### src/hdl/fpcsu_pkg.sv
// Package: shared types, operation codes and constants of the FP compare/status unit.
package fpcsu_pkg;

    localparam logic [2:0] OP_FCMPU  = 3'd0;
    localparam logic [2:0] OP_FCMPO  = 3'd1;
    localparam logic [2:0] OP_MCRFS  = 3'd2;
    localparam logic [2:0] OP_MTFSF  = 3'd3;
    localparam logic [2:0] OP_MTFSB0 = 3'd4;
    localparam logic [2:0] OP_MTFSB1 = 3'd5;

    localparam logic [3:0] CODE_LESS      = 4'd8;
    localparam logic [3:0] CODE_GREATER   = 4'd4;
    localparam logic [3:0] CODE_EQUAL     = 4'd2;
    localparam logic [3:0] CODE_UNORDERED = 4'd1;
    localparam logic [3:0] CODE_NONE      = 4'd0;

    localparam logic [31:0] STATUS_CODE_KEEP = 32'hffff0fff;
    localparam logic [31:0] STATUS_SNAN_BIT  = 32'h01000000;

    localparam logic [1:0] REG_FP_ENABLED = 2'd0;

    typedef struct packed {
        logic [2:0]  operation;
        logic [63:0] value_a;
        logic [63:0] value_b;
        logic [2:0]  cr_dest;
        logic [2:0]  status_src_field;
        logic [7:0]  field_mask;
        logic [4:0]  bit_number;
    } fpcsu_in_t;

    typedef struct packed {
        logic [31:0] status_out;
        logic [31:0] cond_out;
        logic [3:0]  compare_code;
        logic        fp_unavailable;
    } fpcsu_out_t;

    typedef struct packed {
        logic [3:0] code;
        logic       snan;
    } fpcsu_cmp_t;

endpackage

### src/hdl/fpcsu_stream_if.sv
// Interfaces: valid/ready channels for instruction and result transfers.
interface fpcsu_in_if;
    import fpcsu_pkg::*;
    logic      valid;
    logic      ready;
    fpcsu_in_t data;
    modport source (output valid, output data, input ready);
    modport sink   (input valid, input data, output ready);
endinterface

interface fpcsu_out_if;
    import fpcsu_pkg::*;
    logic       valid;
    logic       ready;
    fpcsu_out_t data;
    modport source (output valid, output data, input ready);
    modport sink   (input valid, input data, output ready);
endinterface

### src/hdl/fpcsu_compare.sv
// Compare: IEEE double ordering on bit patterns and signaling-NaN detection.
module fpcsu_compare (
    input  logic [63:0]            value_a,
    input  logic [63:0]            value_b,
    output fpcsu_pkg::fpcsu_cmp_t  result
);
    import fpcsu_pkg::*;

    logic nan_a, nan_b;
    logic [63:0] key_a, key_b;

    function automatic logic [63:0] order_key(input logic [63:0] v);
        logic [63:0] k;
        if (v[62:0] == 63'd0)
            k = {1'b1, 63'd0};
        else if (v[63])
            k = ~v;
        else
            k = {1'b1, v[62:0]};
        return k;
    endfunction

    assign nan_a = (&value_a[62:52]) && (value_a[51:0] != 52'd0);
    assign nan_b = (&value_b[62:52]) && (value_b[51:0] != 52'd0);
    assign key_a = order_key(value_a);
    assign key_b = order_key(value_b);

    always_comb
    begin
        if (nan_a || nan_b)
            result.code = CODE_UNORDERED;
        else if (key_a < key_b)
            result.code = CODE_LESS;
        else if (key_a > key_b)
            result.code = CODE_GREATER;
        else
            result.code = CODE_EQUAL;
        result.snan = (nan_a && !value_a[51]) || (nan_b && !value_b[51]);
    end
endmodule

### src/hdl/fp_compare_status_unit.sv
// Top level: FP compare and status-control unit with APB configuration.
// Result: each input transfer's result is written into the output register in the cycle after the transfer.
// Throughput: one instruction per cycle; the output register alone holds the result
//   and an input is taken whenever that register is empty or being drained.
// Reset: rst_n asynchronous active low clears status word, condition register,
//   fp_enabled and the output valid flag.
module fp_compare_status_unit (
    input  logic        clk,
    input  logic        rst_n,
    input  logic        psel,
    input  logic        penable,
    input  logic        pwrite,
    input  logic [1:0]  paddr,
    input  logic [31:0] pwdata,
    output logic [31:0] prdata,
    output logic        pready,
    fpcsu_in_if.sink    in_ch,
    fpcsu_out_if.source out_ch
);
    import fpcsu_pkg::*;

    logic        fp_enabled_reg;
    logic [31:0] status_reg, status_next;
    logic [31:0] cond_reg, cond_next;
    logic        out_valid_reg;
    fpcsu_out_t  out_data_reg, out_data_next;
    fpcsu_cmp_t  cmp;
    logic        take;
    logic [31:0] mask;
    logic [4:0]  cr_shift;
    logic [4:0]  src_shift;
    logic [4:0]  bit_pos;

    // APB: single register at address 0, always ready.
    assign pready = 1'b1;
    assign prdata = (paddr == REG_FP_ENABLED) ? {31'd0, fp_enabled_reg} : 32'd0;

    always_ff @(posedge clk or negedge rst_n)
    begin
        if (!rst_n)
            fp_enabled_reg <= 1'b0;
        else if (psel && penable && pwrite && (paddr == REG_FP_ENABLED))
            fp_enabled_reg <= pwdata[0];
    end

    fpcsu_compare u_compare (
        .value_a (in_ch.data.value_a),
        .value_b (in_ch.data.value_b),
        .result  (cmp)
    );

    // Accept whenever the output register is empty or its result transfers now.
    assign in_ch.ready = !out_valid_reg || out_ch.ready;
    assign take        = in_ch.valid && in_ch.ready;

    assign cr_shift  = 5'(4 * (7 - int'(in_ch.data.cr_dest)));
    assign src_shift = 5'(28 - 4 * int'(in_ch.data.status_src_field));
    assign bit_pos   = 5'd31 - in_ch.data.bit_number;

    always_comb
    begin
        for (int k = 0; k < 8; k++)
            mask[4*k +: 4] = {4{in_ch.data.field_mask[k]}};
    end

    always_comb
    begin
        status_next = status_reg;
        cond_next   = cond_reg;
        out_data_next.compare_code   = CODE_NONE;
        out_data_next.fp_unavailable = 1'b0;
        unique case (in_ch.data.operation)
            OP_FCMPU, OP_FCMPO:
            begin
                if (!fp_enabled_reg)
                    out_data_next.fp_unavailable = 1'b1;
                else
                begin
                    // Drop the code into FPSCR[15:12] and the chosen CR field.
                    out_data_next.compare_code = cmp.code;
                    status_next = (status_reg & STATUS_CODE_KEEP) | {16'd0, cmp.code, 12'd0};
                    if (cmp.snan)
                        status_next = status_next | STATUS_SNAN_BIT;
                    cond_next = (cond_reg & ~(32'hf << cr_shift))
                              | ({28'd0, cmp.code} << cr_shift);
                end
            end
            OP_MCRFS:
                cond_next = (cond_reg & ~(32'hf << cr_shift))
                          | (((status_reg >> src_shift) & 32'hf) << cr_shift);
            OP_MTFSF:
                status_next = (in_ch.data.value_b[31:0] & mask) | (status_reg & ~mask);
            OP_MTFSB0:
                status_next = status_reg & ~(32'd1 << bit_pos);
            OP_MTFSB1:
                status_next = status_reg | (32'd1 << bit_pos);
            default:
            begin
                status_next = status_reg;
                cond_next   = cond_reg;
            end
        endcase
        out_data_next.status_out = status_next;
        out_data_next.cond_out   = cond_next;
    end

    // Advance architectural state and the output register on each input transfer.
    always_ff @(posedge clk or negedge rst_n)
    begin
        if (!rst_n)
        begin
            status_reg    <= 32'd0;
            cond_reg      <= 32'd0;
            out_valid_reg <= 1'b0;
        end
        else
        begin
            if (take)
            begin
                status_reg    <= status_next;
                cond_reg      <= cond_next;
                out_valid_reg <= 1'b1;
            end
            else if (out_ch.ready)
                out_valid_reg <= 1'b0;
        end
    end

    always_ff @(posedge clk)
    begin
        if (take)
            out_data_reg <= out_data_next;
    end

    assign out_ch.valid = out_valid_reg;
    assign out_ch.data  = out_data_reg;

`ifndef NO_ASSERTIONS
    // A stalled result must not be overwritten by a new input.
    a_no_overwrite: assert property (@(posedge clk) disable iff (!rst_n)
        (out_valid_reg && !out_ch.ready) |-> !in_ch.ready)
        else $error("input accepted over stalled result");
    // The reported status matches the held status word.
    a_status_match: assert property (@(posedge clk) disable iff (!rst_n)
        out_valid_reg |-> (out_data_reg.status_out == status_reg))
        else $error("status output disagrees with state");
    // A refused compare never carries a code.
    a_unavail_code: assert property (@(posedge clk) disable iff (!rst_n)
        (out_valid_reg && out_data_reg.fp_unavailable) |->
        (out_data_reg.compare_code == CODE_NONE))
        else $error("refused compare carries a code");
`endif

endmodule
### src/flat_wrapper.sv
// flat-port wrapper written by rule: the top's interface ports become plain ports
module fp_compare_status_unit_flat import fpcsu_pkg::*;
  (clk, rst_n, psel, penable, pwrite, paddr, pwdata, prdata, pready, in_ch_valid, in_ch_data, in_ch_ready, out_ch_valid, out_ch_data, out_ch_ready);
  fpcsu_in_if in_ch_i ();
  fpcsu_out_if out_ch_i ();
  input  logic clk;
  input  logic rst_n;
  input  logic psel;
  input  logic penable;
  input  logic pwrite;
  input  logic [1:0] paddr;
  input  logic [31:0] pwdata;
  output logic [31:0] prdata;
  output logic pready;
  input wire logic [$bits(in_ch_i.valid)-1:0] in_ch_valid;
  input wire logic [$bits(in_ch_i.data)-1:0] in_ch_data;
  output wire logic [$bits(in_ch_i.ready)-1:0] in_ch_ready;
  output wire logic [$bits(out_ch_i.valid)-1:0] out_ch_valid;
  output wire logic [$bits(out_ch_i.data)-1:0] out_ch_data;
  input wire logic [$bits(out_ch_i.ready)-1:0] out_ch_ready;
  assign in_ch_i.valid = in_ch_valid;
  assign in_ch_i.data = in_ch_data;
  assign in_ch_ready = in_ch_i.ready;
  assign out_ch_valid = out_ch_i.valid;
  assign out_ch_data = out_ch_i.data;
  assign out_ch_i.ready = out_ch_ready;
  fp_compare_status_unit u_core (.clk(clk), .rst_n(rst_n), .psel(psel), .penable(penable), .pwrite(pwrite), .paddr(paddr), .pwdata(pwdata), .prdata(prdata), .pready(pready), .in_ch(in_ch_i), .out_ch(out_ch_i));
endmodule
### config.mk
export PLATFORM = sky130hd
export DESIGN_NAME = fp_compare_status_unit_flat
export DESIGN_NICKNAME = d
export VERILOG_FILES = /design/src/hdl/fpcsu_pkg.sv /design/src/hdl/fpcsu_stream_if.sv /design/src/hdl/fpcsu_compare.sv /design/src/hdl/fp_compare_status_unit.sv /design/src/flat_wrapper.sv
export SDC_FILE = /design/constraint.sdc
export NUM_CORES = 1
export LEC_CHECK = 0
export ABC_AREA = 0
export BUFFER_PORTS_ARGS = -buffer_cell sky130_fd_sc_hd__clkbuf_2
export CORE_ASPECT_RATIO = 1.4
export CORE_MARGIN = 2
export CORE_UTILIZATION = 35
export DETAILED_ROUTE_END_ITERATION = 8
export SLEW_MARGIN = 5
export SYNTH_ARGS = -nofsm -noshare
export SYNTH_HDL_FRONTEND = slang
export SYNTH_HIERARCHICAL = 1
export SYNTH_SLANG_ARGS = --single-unit
### constraint.sdc
create_clock -name clk -period 3.97 [get_ports clk]
set_input_delay 0.5955 -clock clk [delete_from_list [all_inputs] [get_ports clk]]
set_output_delay 0.5955 -clock clk [all_outputs]
set_load 0.01 [all_outputs]
==> metrics, run 1 <==
status=complete, but fails checks; violated checks=negative setup slack; CTS buffer count=17; startpoint class of the critical path=input pin; WP data arrival=5.04 ns; P&R area growth vs syn=42.5%; static leakage=~7.0 nW; via count=11283; total track usage=24.6%; Slew HR=33.8%; Setup TNS Final=-36.12 ns; Int Power=approximately 3.7 mW; ant diodes=0; ANT nets after route=0; share of layout cells above drive strength 1=just over 40%; Fin Hold WS=approximately 0.3 ns; worst skew pair latency=0.42 ns; Fmax achieved=213 MHz; Synth Warn #=6; final setup skew=0.0118 ns; Cell Area, Placed=about 14000 µm²; Slew Limit Fails=0; TritonRoute pass-1 iters=5; Layout fillers=a little under 3000; min setup slack post-route=-0.731 ns; Logic pwr share=37.2%; syn_area_per_cell=8.91 µm²; asr flop ratio synth=48.9%; Register Area=3720 µm²; MaxCap Viol Count=0; RePlAce Congestion=0.954; drt wl/cell=20.3 µm; CTS sink count=135; final core occ=50.4%; critical path type=in2reg; min Tclk post-route=4.70 ns; Starting Density=35.4%; first-pass GRT wire length=63.3 mm; Psw=2.05 mW; largest net degree at the start of global routing=93; hold crit path type=in2async; sequential fraction of the synthesis area=33.4%; Crit Path Max Fanout=7; Die ar.=33300 µm²; Max VDD drop=0.000248 V; Worst setup EP type=register; Final period util=118%; vias in the first global route=approximately 11000; Syn Std Cell Area=11200 µm²; vias per std cell=about 5.4; root buf cell=clkbuf_16; Syn Inst Count=1251; Synth Register Bits=135; worst slew pin tran=0.979 ns; most common cell after layout, fill and taps aside=clkbuf_2; CP Data Required Time=4.31 ns; residual DRC count=0; I/O pin count=slightly below 300; H-tree depth=4; drt initial violations=652; RSZ-0062 raised after global routing=yes; die width=155 µm; Die Ht=215 µm; Sw Ratio=between 30% and 40%; Pwr Density=359 nW/µm²; Post-Place Setup Slack=-1.39 ns; grt total ovfl=0; commonest cells after routing, fill and taps aside=226 x clkbuf_2, 222 x buf_4, 182 x nor2_1; sequential power share=36.4%; max reg flops=69; Max Root-Sink Buffers=2; nets@finish=1922; Setup violations, final=57; PortBufs=231; final instance area=15900 µm²; CTS clk-pin slew, worst paths=about 0.070 ns; post-synthesis cell type count=77; core area=31500 µm²; Fin. Hold Viols=0; Post-synth EDFFs=69; CTS tree=done; ys flop type=edfxtp_1; r2r worst-path depth=5; Multi-input gate area=7720 µm²; Clk network pwr share=a little over a quarter; Detailed Place HPWL=between 30 and 40 mm; final wirelength=42.1 mm; initial antenna violation count=3; num rows=77
timing repair:
item                       4_1_cts  5_1_grt
gates cloned                     4        2
hold buffers                     0        0
pin swaps                       11       29
hold endpoints to repair         0        0
setup buffers                   23        5
setup endpoints to repair       57       57
resized for setup               87       49
cell families after synthesis:
| group | Yosys count | synth area share [%] |
|---|---|---|
| buffers and inverters | 134 | 5.90 |
| XOR/XNOR | 126 | 9.90 |
| other | 2 | 0.0673 |
| AO/OA/AOI/OAI | 264 | 17.4 |
| multiplexers | 34 | 4.35 |
| flip-flops | 135 | 33.4 |
| AND/OR/NAND/NOR | 492 | 21.8 |
| adder cells (fa/ha/maj) | 64 | 7.18 |
through the flow:
step / cells / power, mW
6_report: 2075 / 5.70
3_3_place_gp: 2011 / 3.99
2_1_floorplan: 1281 / 3.23
3_5_place_dp: 2011 / 4.03
4_1_cts: 2068 / 5.66
5_1_grt: 2075 / 6.00
synth_stat cells (10+ instances only):
| cell | count | area share, % |
|---|---|---|
| o21ai_0 | 64 | 2.9 |
| nand4_1 | 23 | 1.3 |
| nor2_1 | 190 | 6.4 |
| buf_4 | 32 | 2.2 |
| a221oi_2 | 32 | 4.3 |
| dfrtp_1 | 66 | 15 |
| ha_1 | 64 | 7.2 |
| edfxtp_1 | 69 | 19 |
| mux2_2 | 20 | 2.0 |
| nand2_1 | 123 | 4.1 |
| buf_1 | 14 | 0.47 |
| xor2_1 | 64 | 5.0 |
| a31oi_1 | 11 | 0.62 |
| xnor2_1 | 62 | 4.9 |
| o21ai_1 | 12 | 0.54 |
| buf_2 | 21 | 0.94 |
| clkbuf_1 | 44 | 1.5 |
| nor4_1 | 36 | 2.0 |
| inv_1 | 21 | 0.71 |
| nand3_1 | 28 | 1.3 |
| a21oi_1 | 64 | 2.9 |
| nor3_1 | 10 | 0.45 |
power by group through the flow:
| stage | combinational, mW | clock, mW | sequential (mW) |
|---|---|---|---|
| final | 2.12 | 1.51 | 2.07 |
| after CTS | 2.05 | 1.54 | 2.07 |
| after detailed placement | 1.94 | 0 | 2.09 |
| after global routing | 2.31 | 1.59 | 2.10 |
| after global placement | 1.90 | 0 | 2.08 |
| after floorplan | 1.19 | 0 | 2.04 |
path summary, 6_finish.rpt:
check	from	end	slack (ns)
max in group asynchronous	rst_n	u_core/cond_reg[12]	2.74
worst max register to register	u_core/out_ch.valid	u_core/status_reg[21]	1.77
min in group clk	pwdata[0]	u_core/fp_enabled_reg	0.41
worst max-delay path	in_ch_data[59]	u_core/cond_reg[14]	-0.73
worst min register to register	u_core/status_reg[4]	u_core/status_reg[4]	0.55
worst min-delay path	rst_n	u_core/status_reg[8]	0.29
cell type report:
cell class                 instances  area share [%]
multi-input combinational       1012            48.6
tap                              395            3.11
timing repair buffer             480            20.8
clock inverter                    13           0.780
clock buffer                      19            2.72
sequential                       135            23.4
inverter                          21           0.575
critical path: stages:
cell and delay (ns):
clkbuf_8 0.12, nor4_4 0.41, nand2_1 0.16, nor3_4 0.21
nand4_1 0.13, nand4b_1 0.26, buf_6 0.20, buf_12 0.14
buf_4 0.14, nand2_1 0.09, ha_4 0.14, nand4_1 0.12
buf_6 0.16, a2111oi_4 0.36, nor4b_4 0.09, buf_4 0.16
o32a_1 0.36, o2111ai_4 0.14, and3b_1 0.22, nand4bb_1 0.19
buf_6 0.21, o21ai_2 0.12, a221oi_2 0.06, buf_4 0.16
a21oi_2 0.10
per-layer routing:
metal	wire, µm	up-vias	GRT usage [%]
li1	-	5358	-
met1	15700	5393	27.3
met2	22300	430	46.4
met3	2150	96	3.57
met4	1890	6	10.3
met5	34	-	0
(Power assumes the default switching activity.)
==> run 2, diff against run 1 <==
- CORE_UTILIZATION: 35 -> 51
- PLACE_DENSITY: unset -> 0.78
==> run 2 against run 1 <==
The flow still finishes with violations (negative setup slack); combinational power barely moved; critical path depth fell by 5; total power rose by 4.5%; setup slack improved by 0.11 ns; hold slack got worse by 0.096 ns; first-iteration DRC count rose by 75%; register-to-register slack got worse by 0.26 ns; non-clock buffer count fell by 37; critical path type unchanged; largest power group is now sequential cells.
==> metrics, run 2 (synthesis results as in run 1) <==
Die Ht=179 µm (-17%); ANT nets after route=0 (unchanged); commonest cells after routing, fill and taps aside=224 x clkbuf_2, 191 x buf_4, 178 x nor2_1; worst skew pair latency=0.42 ns (about the same); status=complete, but fails checks; P&R area growth vs syn=38.3%; PortBufs=231 (unchanged); drt wl/cell=20.4 µm (+0.58%); Setup violations, final=57 (unchanged); H-tree depth=4 (unchanged); grt total ovfl=0 (unchanged); Worst setup EP type=register; ant diodes=0 (unchanged); violated checks=negative setup slack; drt initial violations=1143 (+75%); share of layout cells above drive strength 1=39.1% (-2.4 points); num rows=64 (-17%); crit path max-delay cell type=or4_4; min Tclk post-route=4.59 ns (-0.113 ns); met1 Usage GRT=36.3% (+9.0 points); met3 Use GR=6.06% (+2.5 points); Crit Path Max Fanout=5 (-2); Die ar.=23100 µm² (-31%); Slew Limit Fails=0 (unchanged); vias in the first global route=11369 (+1.0%); worst path cell trace=clkbuf_2 > nor4_2 > and4_1 > nand4_1 > nand4b_1 > buf_4 > buf_2 > nand2_1 > ha_4 > nand4_4 > or4_4 > or3_4 > o32a_1 > o2111ai_4 > and3b_2 > nand4bb_4 > clkbuf_16 > o21ai_2 > a221oi_2 > a21oi_1; core area=21700 µm² (-31%); Fin Hold WS=0.196 ns (-0.0957 ns); final wirelength=39.6 mm (-6.0%); Detailed Place HPWL=29.0 mm (-11%); GRT Max-Usage Layer=met2; min setup slack post-route=-0.618 ns (+0.113 ns); root buf cell=clkbuf_16; I/O pin count=295 (unchanged); static leakage=6.86 nW (-1.6%); startpoint class of the critical path=input pin; Starting Density=51.4% (+16 points); first-pass GRT wire length=59.1 mm (-6.6%); nets@finish=1885 (-1.9%); hold crit path type=in2async; total track usage=33.2% (+8.6 points); CTS tree=done; vias per std cell=6.09 (+12%); Final period util=116% (-2.9 points); Fin. Hold Viols=0 (unchanged); RePlAce Congestion=0.966 (+1.2%); critical path type=in2reg; crit-path max cell delay=0.54 ns (+0.13 ns); Max Root-Sink Buffers=2 (unchanged); max reg flops=69 (unchanged); CP Data Required Time=4.30 ns (about the same); r2r worst-path depth=5 (unchanged); Setup TNS Final=-29.89 ns (+6.23 ns); CTS buffer count=17 (unchanged); die width=129 µm (-17%); R2R Setup Slk=1.51 ns (-0.26 ns); initial antenna violation count=0 (-3); worst slew pin tran=1.06 ns (+0.0785 ns); final setup skew=0.00889 ns (-0.00290 ns); via count=11805 (+4.6%); Slew HR=28.5% (-5.3 points); largest net degree at the start of global routing=66 (-29%); RSZ-0062 raised after global routing=yes; TritonRoute pass-1 iters=9 (+4); Max VDD drop=0.000372 V (+50%); MaxCap Viol Count=0 (unchanged); most common cell after layout, fill and taps aside=clkbuf_2; Pwr Density=386 nW/µm² (+7.6%); residual DRC count=0 (unchanged); CTS sink count=135 (unchanged); WP data arrival=4.92 ns (-0.12 ns); CTS clk-pin slew, worst paths=0.06 ns (about the same); Fmax achieved=218 MHz (+2.5%); GRT met2 Usage=59.7% (+13 points)
## run 2: changes by cell type in the layout (fill, tap and decap cells not counted), sizes merged
cell      change
clkbuf        -1
buf          -36
bufinv        +4
clkinvlp      -4
## run 2: area by class of cell
cell class              count  area, µm²
multi-input cells        1012       7540
fillers                  1595       6280
flip-flops and latches    135       3720
repair buffers            443       3030
clock buffers              19        453
well taps                 297        372
clock inverters            13        218
inverters                  21       93.8
## run 2: metrics by stage
stage               instance area [µm²]  utilization, %  setup WS (ns)  power, mW  instances
detailed placement                14000            64.5          -1.14       4.00       1888
floorplan                         11500               -         -0.299       3.23       1281
CTS                               15100            69.6         -0.508       5.85       1933
global route                      15400            71.1         -0.764       6.20       1940
finish                            15400            71.1         -0.618       5.96       1940
global placement                  14000            64.5          -1.05       3.93       1888
## run 2: metal layers
| layer | up-vias | share of wire [%] |
|---|---|---|
| met5 | - | 0 |
| met4 | 0 | 7.5 |
| met3 | 211 | 8.0 |
| met2 | 773 | 50 |
| met1 | 5529 | 34 |
| li1 | 5292 | - |
## run 2: path summary, 6_finish.rpt
kind | startpoint | end
worst max-delay path | in_ch_data[34] | u_core/cond_reg[10]
worst min-delay path | rst_n | u_core/cond_reg[27]
worst max register to register | u_core/out_ch.valid | u_core/status_reg[4]
worst min register to register | u_core/status_reg[27] | u_core/status_reg[27]
max in group asynchronous | rst_n | u_core/cond_reg[4]
min in group clk | pwdata[0] | u_core/fp_enabled_reg
## run 2: what timing repair did
action                                  CTS  global route
pin swaps                                16            21
endpoints found under the setup margin   57            57
buffers inserted                         11             7
hold buffers                              0             0
gates resized for setup                  58            55
gates cloned                              2             3
## run 2: power by group
part	switching, mW	total (mW)	leakage [nW]	internal [mW]
logic	1.14	2.09	5.08	0.945
registers	0.275	2.09	1.45	1.81
clock network	0.627	1.78	0.321	1.16
total	2.04	5.96	6.86	3.92
## run 2: worst max-delay path: cells and delay by family
family / cells / cell delay [ns]
simple gates: 10 / 2.63
compound gates: 5 / 0.79
buf+inv: 4 / 0.74
fa+ha+maj: 1 / 0.16
